`src/rtl/psf_pkg.sv`:
```
// Package for the scanline span fill block: payload structs, vertex and
// crossing records, state machine encodings and fixed-point constants.
// No dependencies.
`default_nettype none

package psf_pkg;

    // Fixed widths of the coordinate formats, plus limits and step counts
    localparam int COORD_W   = 16;
    localparam int ROW_W     = 12;
    localparam int FRAC_BITS = 4;
    localparam int MIN_VERTS = 3;
    localparam int MAX_SPANS = 8;
    localparam int SPAN_W    = 4;
    localparam int PROD_W    = 2 * COORD_W;
    localparam int DIV_STEPS = COORD_W;
    localparam int STEP_W    = 5;

    typedef enum logic {
        OP_LOAD = 1'b0,
        OP_ROW  = 1'b1
    } op_t;

    typedef struct packed {
        logic                      op;
        logic                      restart;
        logic signed [COORD_W-1:0] vertex_x;
        logic signed [COORD_W-1:0] vertex_y;
        logic signed [ROW_W-1:0]   row_y;
    } in_item_t;

    typedef struct packed {
        logic signed [COORD_W-1:0] span_left;
        logic signed [COORD_W-1:0] span_right;
        logic signed [ROW_W-1:0]   span_row;
        logic                      span_valid;
        logic                      last_span;
        logic                      overflow;
    } out_item_t;

    typedef struct packed {
        logic signed [COORD_W-1:0] x;
        logic signed [COORD_W-1:0] y;
    } vertex_t;

    typedef struct packed {
        logic signed [COORD_W-1:0] x1;
        logic signed [COORD_W-1:0] y1;
        logic signed [COORD_W-1:0] x2;
        logic signed [COORD_W-1:0] y2;
        logic signed [COORD_W-1:0] fy;
    } edge_req_t;

    typedef struct packed {
        logic                      hit;
        logic signed [COORD_W-1:0] x;
    } edge_rsp_t;

    typedef enum logic [1:0] {
        E_IDLE,
        E_MUL,
        E_DSTART,
        E_DIV
    } edge_state_t;

    typedef enum logic [3:0] {
        S_IDLE,
        S_FIRST,
        S_FETCH,
        S_NEXTV,
        S_EDGE,
        S_WAIT,
        S_INS_RD,
        S_INS_CMP,
        S_ADV,
        S_SETUP,
        S_EMPTY,
        S_RDL,
        S_RDR,
        S_RDW,
        S_PUT
    } main_state_t;

endpackage

`default_nettype wire

```
`src/rtl/psf_div.sv`:
```
// Restoring divider, one quotient bit per cycle, for the crossing offset.
// Depends on psf_pkg for the fixed operand widths.
`default_nettype none

module psf_div (
    input  wire logic                            clk,
    input  wire logic                            rst_n,
    input  wire logic                            start,
    input  wire logic [psf_pkg::PROD_W-1:0]      dividend,
    input  wire logic [psf_pkg::COORD_W-1:0]     divisor,
    output logic                                 done,
    output logic [psf_pkg::COORD_W-1:0]          quotient
);

    localparam int CW = psf_pkg::COORD_W;
    localparam int SW = psf_pkg::STEP_W;

    logic          run_reg, run_next;
    logic          done_reg, done_next;
    logic [SW-1:0] cnt_reg, cnt_next;
    logic [CW-1:0] rem_reg, rem_next;
    logic [CW-1:0] lo_reg, lo_next;
    logic [CW-1:0] den_reg, den_next;
    logic [CW:0]   trial;
    logic [CW:0]   diff;
    logic          ge;

    // Operand load on start, then a trial subtract of the shifted remainder per step
    always_comb
    begin
        trial     = {rem_reg, lo_reg[CW-1]};
        diff      = trial - {1'b0, den_reg};
        ge        = (trial >= {1'b0, den_reg});
        run_next  = run_reg;
        done_next = 1'b0;
        cnt_next  = cnt_reg;
        rem_next  = rem_reg;
        lo_next   = lo_reg;
        den_next  = den_reg;
        if (start)
        begin
            // Quotient is known to fit CW bits, so the upper half seeds the remainder
            rem_next = dividend[2*CW-1:CW];
            lo_next  = dividend[CW-1:0];
            den_next = divisor;
            cnt_next = SW'(psf_pkg::DIV_STEPS);
            run_next = 1'b1;
        end
        else if (run_reg)
        begin
            rem_next = ge ? diff[CW-1:0] : trial[CW-1:0];
            lo_next  = {lo_reg[CW-2:0], ge};
            cnt_next = cnt_reg - SW'(1);
            if (cnt_reg == SW'(1))
            begin
                run_next  = 1'b0;
                done_next = 1'b1;
            end
        end
    end

    always_ff @(posedge clk or negedge rst_n)
    begin
        if (!rst_n)
        begin
            run_reg  <= 1'b0;
            done_reg <= 1'b0;
            cnt_reg  <= '0;
        end
        else
        begin
            run_reg  <= run_next;
            done_reg <= done_next;
            cnt_reg  <= cnt_next;
        end
    end

    always_ff @(posedge clk)
    begin
        rem_reg <= rem_next;
        lo_reg  <= lo_next;
        den_reg <= den_next;
    end

    assign done     = done_reg;
    assign quotient = lo_reg;

endmodule

`default_nettype wire

```
`src/rtl/psf_edge.sv`:
```
// Edge crossing unit: orders the ends, applies the half-open row test and
// interpolates x with one multiply and an iterative divide.
// Depends on psf_pkg and psf_div.
`default_nettype none

module psf_edge (
    input  wire logic               clk,
    input  wire logic               rst_n,
    input  wire logic               start,
    input  wire psf_pkg::edge_req_t req,
    output logic                    done,
    output psf_pkg::edge_rsp_t      rsp
);

    localparam int CW = psf_pkg::COORD_W;
    localparam int PW = psf_pkg::PROD_W;

    psf_pkg::edge_state_t state_reg, state_next;
    logic                 done_reg, done_next;
    logic                 hit_reg, hit_next;
    logic                 neg_reg, neg_next;
    logic [CW-1:0]        dy_reg, dy_next;
    logic [CW-1:0]        dxm_reg, dxm_next;
    logic [CW-1:0]        den_reg, den_next;
    logic signed [CW-1:0] x1_reg, x1_next;
    logic signed [CW-1:0] x_reg, x_next;
    logic [PW-1:0]        prod_reg, prod_next;

    logic signed [CW-1:0] lx, ly, hx, hy;
    logic signed [CW:0]   dx;
    logic signed [CW:0]   dyw;
    logic signed [CW:0]   denw;
    logic signed [CW:0]   qs;
    logic signed [CW:0]   xs;
    logic                 hit;
    logic                 div_start;
    logic                 div_done;
    logic [CW-1:0]        quo;

    psf_div u_div (
        .clk      (clk),
        .rst_n    (rst_n),
        .start    (div_start),
        .dividend (prod_reg),
        .divisor  (den_reg),
        .done     (div_done),
        .quotient (quo)
    );

    // Order the ends, test the row and sequence multiply then divide
    always_comb
    begin
        if (req.y1 > req.y2)
        begin
            lx = req.x2; ly = req.y2; hx = req.x1; hy = req.y1;
        end
        else
        begin
            lx = req.x1; ly = req.y1; hx = req.x2; hy = req.y2;
        end
        hit  = (req.fy >= ly) && (req.fy < hy);
        dx   = {hx[CW-1], hx} - {lx[CW-1], lx};
        dyw  = {req.fy[CW-1], req.fy} - {ly[CW-1], ly};
        denw = {hy[CW-1], hy} - {ly[CW-1], ly};
        qs   = neg_reg ? -$signed({1'b0, quo}) : $signed({1'b0, quo});
        xs   = {x1_reg[CW-1], x1_reg} + qs;

        state_next = state_reg;
        done_next  = 1'b0;
        hit_next   = hit_reg;
        neg_next   = neg_reg;
        dy_next    = dy_reg;
        dxm_next   = dxm_reg;
        den_next   = den_reg;
        x1_next    = x1_reg;
        x_next     = x_reg;
        prod_next  = prod_reg;
        div_start  = 1'b0;
        case (state_reg)
            psf_pkg::E_IDLE:
            begin
                if (start)
                begin
                    hit_next = hit;
                    dy_next  = dyw[CW-1:0];
                    den_next = denw[CW-1:0];
                    neg_next = dx[CW];
                    dxm_next = dx[CW] ? CW'(-dx) : dx[CW-1:0];
                    x1_next  = lx;
                    if (hit)
                        state_next = psf_pkg::E_MUL;
                    else
                        done_next = 1'b1;
                end
            end
            psf_pkg::E_MUL:
            begin
                prod_next  = dy_reg * dxm_reg;
                state_next = psf_pkg::E_DSTART;
            end
            psf_pkg::E_DSTART:
            begin
                div_start  = 1'b1;
                state_next = psf_pkg::E_DIV;
            end
            psf_pkg::E_DIV:
            begin
                if (div_done)
                begin
                    x_next     = xs[CW-1:0];
                    done_next  = 1'b1;
                    state_next = psf_pkg::E_IDLE;
                end
            end
            default:
                state_next = psf_pkg::E_IDLE;
        endcase
    end

    always_ff @(posedge clk or negedge rst_n)
    begin
        if (!rst_n)
        begin
            state_reg <= psf_pkg::E_IDLE;
            done_reg  <= 1'b0;
        end
        else
        begin
            state_reg <= state_next;
            done_reg  <= done_next;
        end
    end

    always_ff @(posedge clk)
    begin
        hit_reg  <= hit_next;
        neg_reg  <= neg_next;
        dy_reg   <= dy_next;
        dxm_reg  <= dxm_next;
        den_reg  <= den_next;
        x1_reg   <= x1_next;
        x_reg    <= x_next;
        prod_reg <= prod_next;
    end

    assign done    = done_reg;
    assign rsp.hit = hit_reg;
    assign rsp.x   = x_reg;

endmodule

`default_nettype wire

```
`src/rtl/polygon_scanline_span_fill.sv`:
```
// Scanline polygon span fill, even-odd rule, signed Q12.4 coordinates.
// Request channel (req_valid/req_stall/req): a load transfer appends one
// vertex to the vertex memory (restart clears the polygon first); vertices
// beyond MAX_VERTICES are dropped and raise the overflow flag. A row transfer
// walks every closed edge, interpolates the crossings, insertion-sorts them
// into the crossing memory and sends one span per pair on the result channel
// (rsp_valid/rsp_stall/rsp), at most eight, with last_span on the final one.
// A row with no spans gives one result with span_valid clear.
// A load is written straight from idle. A row fetches each vertex, starts
// the edge unit on each edge and advances; a crossing edge adds one multiply
// and a 16-step divide, each crossing is placed by sorted insertion that
// shifts larger entries up one place at a time, and each span sent is read
// from the crossing memory as its left and right ends. The divider and each
// memory's single port set the row time. req_stall is high while a row is
// in progress. The result register lets the next request in while a finished
// result waits; a stalled receiver holds the row walk at its next result.
// Reset clears the vertex count and overflow flag and empties the result
// register; memory contents are not cleared.
// Depends on psf_pkg, psf_edge and psf_div.
`default_nettype none

module polygon_scanline_span_fill #(
    parameter int MAX_VERTICES = 16
) (
    input  wire logic               clk,
    input  wire logic               rst_n,
    input  wire logic               req_valid,
    output logic                    req_stall,
    input  wire psf_pkg::in_item_t  req,
    output logic                    rsp_valid,
    input  wire logic               rsp_stall,
    output psf_pkg::out_item_t      rsp
);

    localparam int AW = (MAX_VERTICES > 1) ? $clog2(MAX_VERTICES) : 1;
    localparam int NW = $clog2(MAX_VERTICES + 1);
    localparam int CW = psf_pkg::COORD_W;
    localparam int SW = psf_pkg::SPAN_W;
    localparam int FB = psf_pkg::FRAC_BITS;

    // Memories
    psf_pkg::vertex_t     vmem [MAX_VERTICES];
    logic [CW-1:0]        xmem [MAX_VERTICES];
    psf_pkg::vertex_t     vrd_reg;
    logic signed [CW-1:0] xrd_reg;

    logic                 v_we, v_re, x_we, x_re;
    logic [AW-1:0]        v_waddr, v_raddr, x_waddr, x_raddr;
    psf_pkg::vertex_t     v_wdata;
    logic [CW-1:0]        x_wdata;

    psf_pkg::main_state_t state_reg, state_next;
    logic [NW-1:0]        count_reg, count_next;
    logic                 dropped_reg, dropped_next;
    logic [NW-1:0]        i_reg, i_next;
    logic [NW-1:0]        nx_reg, nx_next;
    logic [NW-1:0]        j_reg, j_next;
    logic [SW-1:0]        k_reg, k_next;
    logic [SW-1:0]        nsp_reg, nsp_next;
    logic                 outv_reg, outv_next;
    psf_pkg::out_item_t   out_reg, out_next;
    logic signed [psf_pkg::ROW_W-1:0] row_reg, row_next;
    logic signed [CW-1:0] ins_reg, ins_next;
    logic signed [CW-1:0] left_reg, left_next;
    logic signed [CW-1:0] right_reg, right_next;
    psf_pkg::vertex_t     first_reg, first_next;
    psf_pkg::vertex_t     cur_reg, cur_next;
    psf_pkg::vertex_t     nxt_reg, nxt_next;

    logic                 edge_start;
    logic                 edge_done;
    psf_pkg::edge_req_t   edge_req;
    psf_pkg::edge_rsp_t   edge_rsp;

    logic                 out_free;
    logic [NW-1:0]        base;
    logic [NW-1:0]        i_inc;
    logic [NW-1:0]        half;
    logic [SW:0]          k2;

    psf_edge u_edge (
        .clk   (clk),
        .rst_n (rst_n),
        .start (edge_start),
        .req   (edge_req),
        .done  (edge_done),
        .rsp   (edge_rsp)
    );

    assign edge_req.x1 = cur_reg.x;
    assign edge_req.y1 = cur_reg.y;
    assign edge_req.x2 = nxt_reg.x;
    assign edge_req.y2 = nxt_reg.y;
    assign edge_req.fy = CW'({row_reg, {FB{1'b0}}});

    // Vertex memory, one write and one registered read port
    always_ff @(posedge clk)
    begin
        if (v_we)
            vmem[v_waddr] <= v_wdata;
        if (v_re)
            vrd_reg <= vmem[v_raddr];
    end

    // Crossing memory, kept sorted ascending
    always_ff @(posedge clk)
    begin
        if (x_we)
            xmem[x_waddr] <= x_wdata;
        if (x_re)
            xrd_reg <= xmem[x_raddr];
    end

    // Sequence loads, the edge walk, sorted insertion and span output
    always_comb
    begin
        out_free  = !outv_reg || !rsp_stall;
        base      = req.restart ? '0 : count_reg;
        i_inc     = i_reg + NW'(1);
        half      = nx_reg >> 1;
        k2        = {k_reg, 1'b0};

        state_next   = state_reg;
        count_next   = count_reg;
        dropped_next = dropped_reg;
        i_next       = i_reg;
        nx_next      = nx_reg;
        j_next       = j_reg;
        k_next       = k_reg;
        nsp_next     = nsp_reg;
        outv_next    = outv_reg && rsp_stall;
        out_next     = out_reg;
        row_next     = row_reg;
        ins_next     = ins_reg;
        left_next    = left_reg;
        right_next   = right_reg;
        first_next   = first_reg;
        cur_next     = cur_reg;
        nxt_next     = nxt_reg;
        edge_start   = 1'b0;
        v_we         = 1'b0;
        v_waddr      = base[AW-1:0];
        v_wdata.x    = req.vertex_x;
        v_wdata.y    = req.vertex_y;
        v_re         = 1'b0;
        v_raddr      = '0;
        x_we         = 1'b0;
        x_waddr      = j_reg[AW-1:0];
        x_wdata      = ins_reg;
        x_re         = 1'b0;
        x_raddr      = '0;
        req_stall    = 1'b1;

        case (state_reg)
            psf_pkg::S_IDLE:
            begin
                req_stall = 1'b0;
                if (req_valid)
                begin
                    if (req.op == psf_pkg::OP_LOAD)
                    begin
                        if (req.restart)
                            dropped_next = 1'b0;
                        if (32'(base) < MAX_VERTICES)
                        begin
                            v_we       = 1'b1;
                            count_next = base + NW'(1);
                        end
                        else
                            dropped_next = 1'b1;
                    end
                    else
                    begin
                        row_next = req.row_y;
                        nx_next  = '0;
                        i_next   = '0;
                        if (32'(count_reg) < psf_pkg::MIN_VERTS)
                            state_next = psf_pkg::S_SETUP;
                        else
                        begin
                            v_re       = 1'b1;
                            v_raddr    = '0;
                            state_next = psf_pkg::S_FIRST;
                        end
                    end
                end
            end
            psf_pkg::S_FIRST:
            begin
                first_next = vrd_reg;
                cur_next   = vrd_reg;
                state_next = psf_pkg::S_FETCH;
            end
            psf_pkg::S_FETCH:
            begin
                // Next vertex, or close the polygon back to the first
                if (i_inc < count_reg)
                begin
                    v_re       = 1'b1;
                    v_raddr    = i_inc[AW-1:0];
                    state_next = psf_pkg::S_NEXTV;
                end
                else
                begin
                    nxt_next   = first_reg;
                    state_next = psf_pkg::S_EDGE;
                end
            end
            psf_pkg::S_NEXTV:
            begin
                nxt_next   = vrd_reg;
                state_next = psf_pkg::S_EDGE;
            end
            psf_pkg::S_EDGE:
            begin
                edge_start = 1'b1;
                state_next = psf_pkg::S_WAIT;
            end
            psf_pkg::S_WAIT:
            begin
                if (edge_done)
                begin
                    if (edge_rsp.hit)
                    begin
                        ins_next   = edge_rsp.x;
                        j_next     = nx_reg;
                        state_next = psf_pkg::S_INS_RD;
                    end
                    else
                        state_next = psf_pkg::S_ADV;
                end
            end
            psf_pkg::S_INS_RD:
            begin
                if (j_reg == '0)
                begin
                    x_we       = 1'b1;
                    nx_next    = nx_reg + NW'(1);
                    state_next = psf_pkg::S_ADV;
                end
                else
                begin
                    x_re       = 1'b1;
                    x_raddr    = AW'(j_reg - NW'(1));
                    state_next = psf_pkg::S_INS_CMP;
                end
            end
            psf_pkg::S_INS_CMP:
            begin
                // Shift the larger entry up one place, or drop the new one in
                x_we = 1'b1;
                if (xrd_reg > ins_reg)
                begin
                    x_wdata    = xrd_reg;
                    j_next     = j_reg - NW'(1);
                    state_next = psf_pkg::S_INS_RD;
                end
                else
                begin
                    nx_next    = nx_reg + NW'(1);
                    state_next = psf_pkg::S_ADV;
                end
            end
            psf_pkg::S_ADV:
            begin
                cur_next = nxt_reg;
                i_next   = i_inc;
                if (i_inc >= count_reg)
                    state_next = psf_pkg::S_SETUP;
                else
                    state_next = psf_pkg::S_FETCH;
            end
            psf_pkg::S_SETUP:
            begin
                k_next = '0;
                if (32'(half) > psf_pkg::MAX_SPANS)
                    nsp_next = SW'(psf_pkg::MAX_SPANS);
                else
                    nsp_next = SW'(half);
                if (half == '0)
                    state_next = psf_pkg::S_EMPTY;
                else
                    state_next = psf_pkg::S_RDL;
            end
            psf_pkg::S_EMPTY:
            begin
                if (out_free)
                begin
                    outv_next           = 1'b1;
                    out_next.span_left  = '0;
                    out_next.span_right = '0;
                    out_next.span_row   = row_reg;
                    out_next.span_valid = 1'b0;
                    out_next.last_span  = 1'b1;
                    out_next.overflow   = dropped_reg;
                    state_next          = psf_pkg::S_IDLE;
                end
            end
            psf_pkg::S_RDL:
            begin
                x_re       = 1'b1;
                x_raddr    = AW'(k2);
                state_next = psf_pkg::S_RDR;
            end
            psf_pkg::S_RDR:
            begin
                left_next  = xrd_reg;
                x_re       = 1'b1;
                x_raddr    = AW'(k2 + (SW+1)'(1));
                state_next = psf_pkg::S_RDW;
            end
            psf_pkg::S_RDW:
            begin
                right_next = xrd_reg;
                state_next = psf_pkg::S_PUT;
            end
            psf_pkg::S_PUT:
            begin
                // Hold here while the result register is still occupied
                if (out_free)
                begin
                    outv_next           = 1'b1;
                    out_next.span_left  = left_reg;
                    out_next.span_right = right_reg;
                    out_next.span_row   = row_reg;
                    out_next.span_valid = 1'b1;
                    out_next.last_span  = (k_reg + SW'(1) == nsp_reg);
                    out_next.overflow   = dropped_reg;
                    k_next              = k_reg + SW'(1);
                    if (k_reg + SW'(1) == nsp_reg)
                        state_next = psf_pkg::S_IDLE;
                    else
                        state_next = psf_pkg::S_RDL;
                end
            end
            default:
                state_next = psf_pkg::S_IDLE;
        endcase
    end

    always_ff @(posedge clk or negedge rst_n)
    begin
        if (!rst_n)
        begin
            state_reg   <= psf_pkg::S_IDLE;
            count_reg   <= '0;
            dropped_reg <= 1'b0;
            outv_reg    <= 1'b0;
            i_reg       <= '0;
            nx_reg      <= '0;
            j_reg       <= '0;
            k_reg       <= '0;
            nsp_reg     <= '0;
        end
        else
        begin
            state_reg   <= state_next;
            count_reg   <= count_next;
            dropped_reg <= dropped_next;
            outv_reg    <= outv_next;
            i_reg       <= i_next;
            nx_reg      <= nx_next;
            j_reg       <= j_next;
            k_reg       <= k_next;
            nsp_reg     <= nsp_next;
        end
    end

    always_ff @(posedge clk)
    begin
        out_reg   <= out_next;
        row_reg   <= row_next;
        ins_reg   <= ins_next;
        left_reg  <= left_next;
        right_reg <= right_next;
        first_reg <= first_next;
        cur_reg   <= cur_next;
        nxt_reg   <= nxt_next;
    end

    assign rsp_valid = outv_reg;
    assign rsp       = out_reg;

endmodule

`default_nettype wire
```
`config.mk`:
```
export PLATFORM = sky130hd
export DESIGN_NAME = polygon_scanline_span_fill
export DESIGN_NICKNAME = d
export VERILOG_FILES = /design/src/rtl/psf_pkg.sv /design/src/rtl/psf_div.sv /design/src/rtl/psf_edge.sv /design/src/rtl/polygon_scanline_span_fill.sv
export SDC_FILE = /design/constraint.sdc
export NUM_CORES = 2
export LEC_CHECK = 0
export ABC_AREA = 1
export CAP_MARGIN = 15
export CORE_MARGIN = 8
export CORE_UTILIZATION = 35
export DETAILED_ROUTE_END_ITERATION = 12
export DONT_BUFFER_PORTS = 1
export GPL_TIMING_DRIVEN = 0
export PLACE_DENSITY = 0.53
export REMOVE_ABC_BUFFERS = 1
export SYNTH_ARGS = -nofsm -noshare
export SYNTH_HDL_FRONTEND = slang
export SYNTH_HIERARCHICAL = 1
export SYNTH_SLANG_ARGS = --single-unit
```
`constraint.sdc`:
```
create_clock -name clk -period 5.6 [get_ports clk]
set_input_delay 0.28 -clock clk [delete_from_list [all_inputs] [get_ports clk]]
set_output_delay 0.28 -clock clk [all_outputs]
set_load 0.005 [all_outputs]
```
==> metrics.yaml <==
cts.sinks: 1225
die_h_um: 446
finClkSkew_ns: 0.0411
run_status: "finished with violations"
yosysUniqueCellTypes: 67
synth_top_area_share_pct: 54.9
area_growth_pct: 16.3
synth_top_family_by_area: "simple AND/OR/NAND/NOR gates"
critical_path_arrival_ns: 6.20
layout_common_cells: "nand2_1 (1433), edfxtp_1 (1181), inv_1 (1057)"
dr.first_iter.drc_count: 2929
cts_tree: "done"
syn-instance-count: 6266
drv_cap: 0
design.core.area_um2: 183000
synth_flop_cell: "edfxtp_1"
vias: 43500
end_kind: "flop"
hold_viol_final: 0
drt_wl_total_um: 174000
io_buffer_count: 0
crit_type: "reg2reg"
largest_register_ffs: 512
drt-pass1-iter-count: 6
fin_ws_ns: -0.0765
period_minus_slack_ns: 5.68
final_area_um2: 75200
grt_overflow: 0
cts_buffers: 133
rsz0062_at_grt: "true"
clock_path_buffers: 3
antenna_found_initial: 15
rr_worst_depth: 24
ys_seq_elements: 1225
dpl_cell_area_um2: 68400
htreeDepth: 4
ys_top_cells_by_area: "edfxtp_1 (55%), nand2_1 (8.4%), inv_1 (6.3%)"
layout.nets: 6889
ant_nets: 0
ys_warn_count: 6
tightest_slew_ns: 1.10
wl_per_cell_um: 19.3
violations: "setup timing"
required_ns: 6.12
die_x_um: 446
track_usage_pct: 17.0
dieArea_um2: 199000
drc: 0
hold_class: "in2async"
first_global_vias: 42700
num_rows: 157
synth-compound-area-share_pct: 5.93
post-route-util_pct: 41.0
slew_violations: 0
regMostFlops: "vmem"
synthAdderAreaFrac_pct: 10.4
cts_root_buffer: "clkbuf_16"
fillCellCount: 17400
synth-simple-area-share_pct: 17.0
startpoint_type: "flop"
muxShareOfSynthArea_pct: 0
fmaxAchievable_ghz: 0.176
grt_max_degree: 138
ys_seq_area_share_pct: 56.6
rr_startpoint: "u_edge/dy_reg[5]$_DFFE_PP_"
final-setup-viol-count: 6
start_util_pct: 35.3
io_pins: 99
whs_ns: 0.0396
dpl.hpwl_um: 113000
worstSkewPairLatency_ns: 0.78
synthArstFlopShare_pct: 3.59
synth_edf_count: 1181
critPathMaxFanout: 7
grt_pass1_wl_um: 262000
rr_endpoint: "u_edge/prod_reg[25]$_DFFE_PN_"
layout_commonest_cell: "nand2_1"
synth_xor_area_share_pct: 1.56
viasPerCell: 4.83
gp_congestion: 0.880
min_period_over_period_pct: 101
synth_area_per_cell_um2: 10.3
synth_area_leader_cell: "edfxtp_1"
r2r_setup_slack_ns: -0.08
clk_pin_slew_ns: 0.06
syn_area_um2: 64600
max-slew-margin-rel_pct: 26.3
drive_gt1_share_pct: 12.1
## through the flow
stage / instances / setup TNS [ns] / setup slack, ns
floorplan: 6004 / -80.69 / -2.57
global placement: 8468 / -1603.39 / -12.49
detailed placement: 8554 / -9.57 / -1.11
CTS: 8964 / -0.407 / -0.173
global route: 8989 / -1.50 / -0.251
finish: 8996 / -0.318 / -0.0765
## layout make-up
class | count | area, µm² | area share, %
clock inverter | 69 | 679 | 0.904
clock buffer | 170 | 3530 | 4.69
multi-input combinational | 3674 | 23500 | 31.3
antenna | 9 | 22.5 | 0.0300
sequential | 1225 | 36600 | 48.6
tap | 2464 | 3080 | 4.10
timing repair buffer | 277 | 3570 | 4.75
inverter | 1108 | 4180 | 5.56
## routing by layer
layer | share of wire [%] | global-route usage, % | vias to the layer above
met5 | 0.0075 | 0 | -
met4 | 2.8 | 5.10 | 2
met3 | 5.5 | 3.08 | 261
met2 | 49 | 29.6 | 1090
met1 | 43 | 21.7 | 21100
li1 | - | - | 21000
## kinds of logic after synthesis
kind of cell             after synthesis
adder cells (fa/ha/maj)              420
XOR/XNOR                             115
flip-flops                          1225
buffers and inverters               1379
AND/OR/NAND/NOR                     2529
other                                  1
AO/OA/AOI/OAI                        597
## cells in the mapped netlist, drive strengths merged, types with 6 or more instances
library cell	count
edfxtp	1181
nand3b	13
o2111ai	86
o211ai	134
nand3	552
clkbuf	142
nor2	273
nand4	45
o21bai	9
inv	1106
buf	129
fa	197
nor3	22
or2	124
a21oi	112
dfrtp	44
a211oi	6
o22ai	8
nor4	7
xnor2	30
xor2	85
ha	223
a31oi	7
o21ai	219
nand2	1485
## worst max path at each step
stage / start / end / cells after the start
after floorplan: i_reg[0]$_DFFE_PN0P_ / vrd_reg[17]$_DFFE_PP_ / 12
after global placement: i_reg[0]$_DFFE_PN0P_ / vrd_reg[15]$_DFFE_PP_ / 11
after detailed placement: u_edge/dxm_reg[7]$_DFFE_PP_ / u_edge/prod_reg[29]$_DFFE_PN_ / 23
after CTS: u_edge/dy_reg[7]$_DFFE_PP_ / u_edge/prod_reg[29]$_DFFE_PN_ / 24
after global routing: u_edge/dy_reg[6]$_DFFE_PP_ / u_edge/prod_reg[29]$_DFFE_PN_ / 23
final: u_edge/dy_reg[5]$_DFFE_PP_ / u_edge/prod_reg[25]$_DFFE_PN_ / 24
## worst max-delay path: stages (launching register included)
cell,delay [ns]
edfxtp_1,0.39
buf_12,0.15
buf_6,0.11
nand2_4,0.04
fa_1,0.55
inv_2,0.04
fa_1,0.52
inv_2,0.05
fa_1,0.52
inv_1,0.05
fa_1,0.45
fa_1,0.49
inv_1,0.05
fa_1,0.49
inv_2,0.05
ha_4,0.23
a21o_1,0.18
a21oi_2,0.16
nand2_4,0.10
a21oi_4,0.15
o21ai_2,0.09
a31oi_4,0.20
buf_6,0.14
o21ai_1,0.06
xor2_1,0.17
## timing repair
action / CTS / global route
setup buffers: 119 / 22
hold endpoints to repair: 576 / 0
hold buffers: 51 / 0
resized for setup: 91 / 82
pin swaps: 36 / 51
gates cloned: 2 / 2
endpoints found under the setup margin: 26 / 25
Power is left out: the tool's default activity adds up to more than one toggle a clock period on the data nets, which glitch-free logic cannot reach.
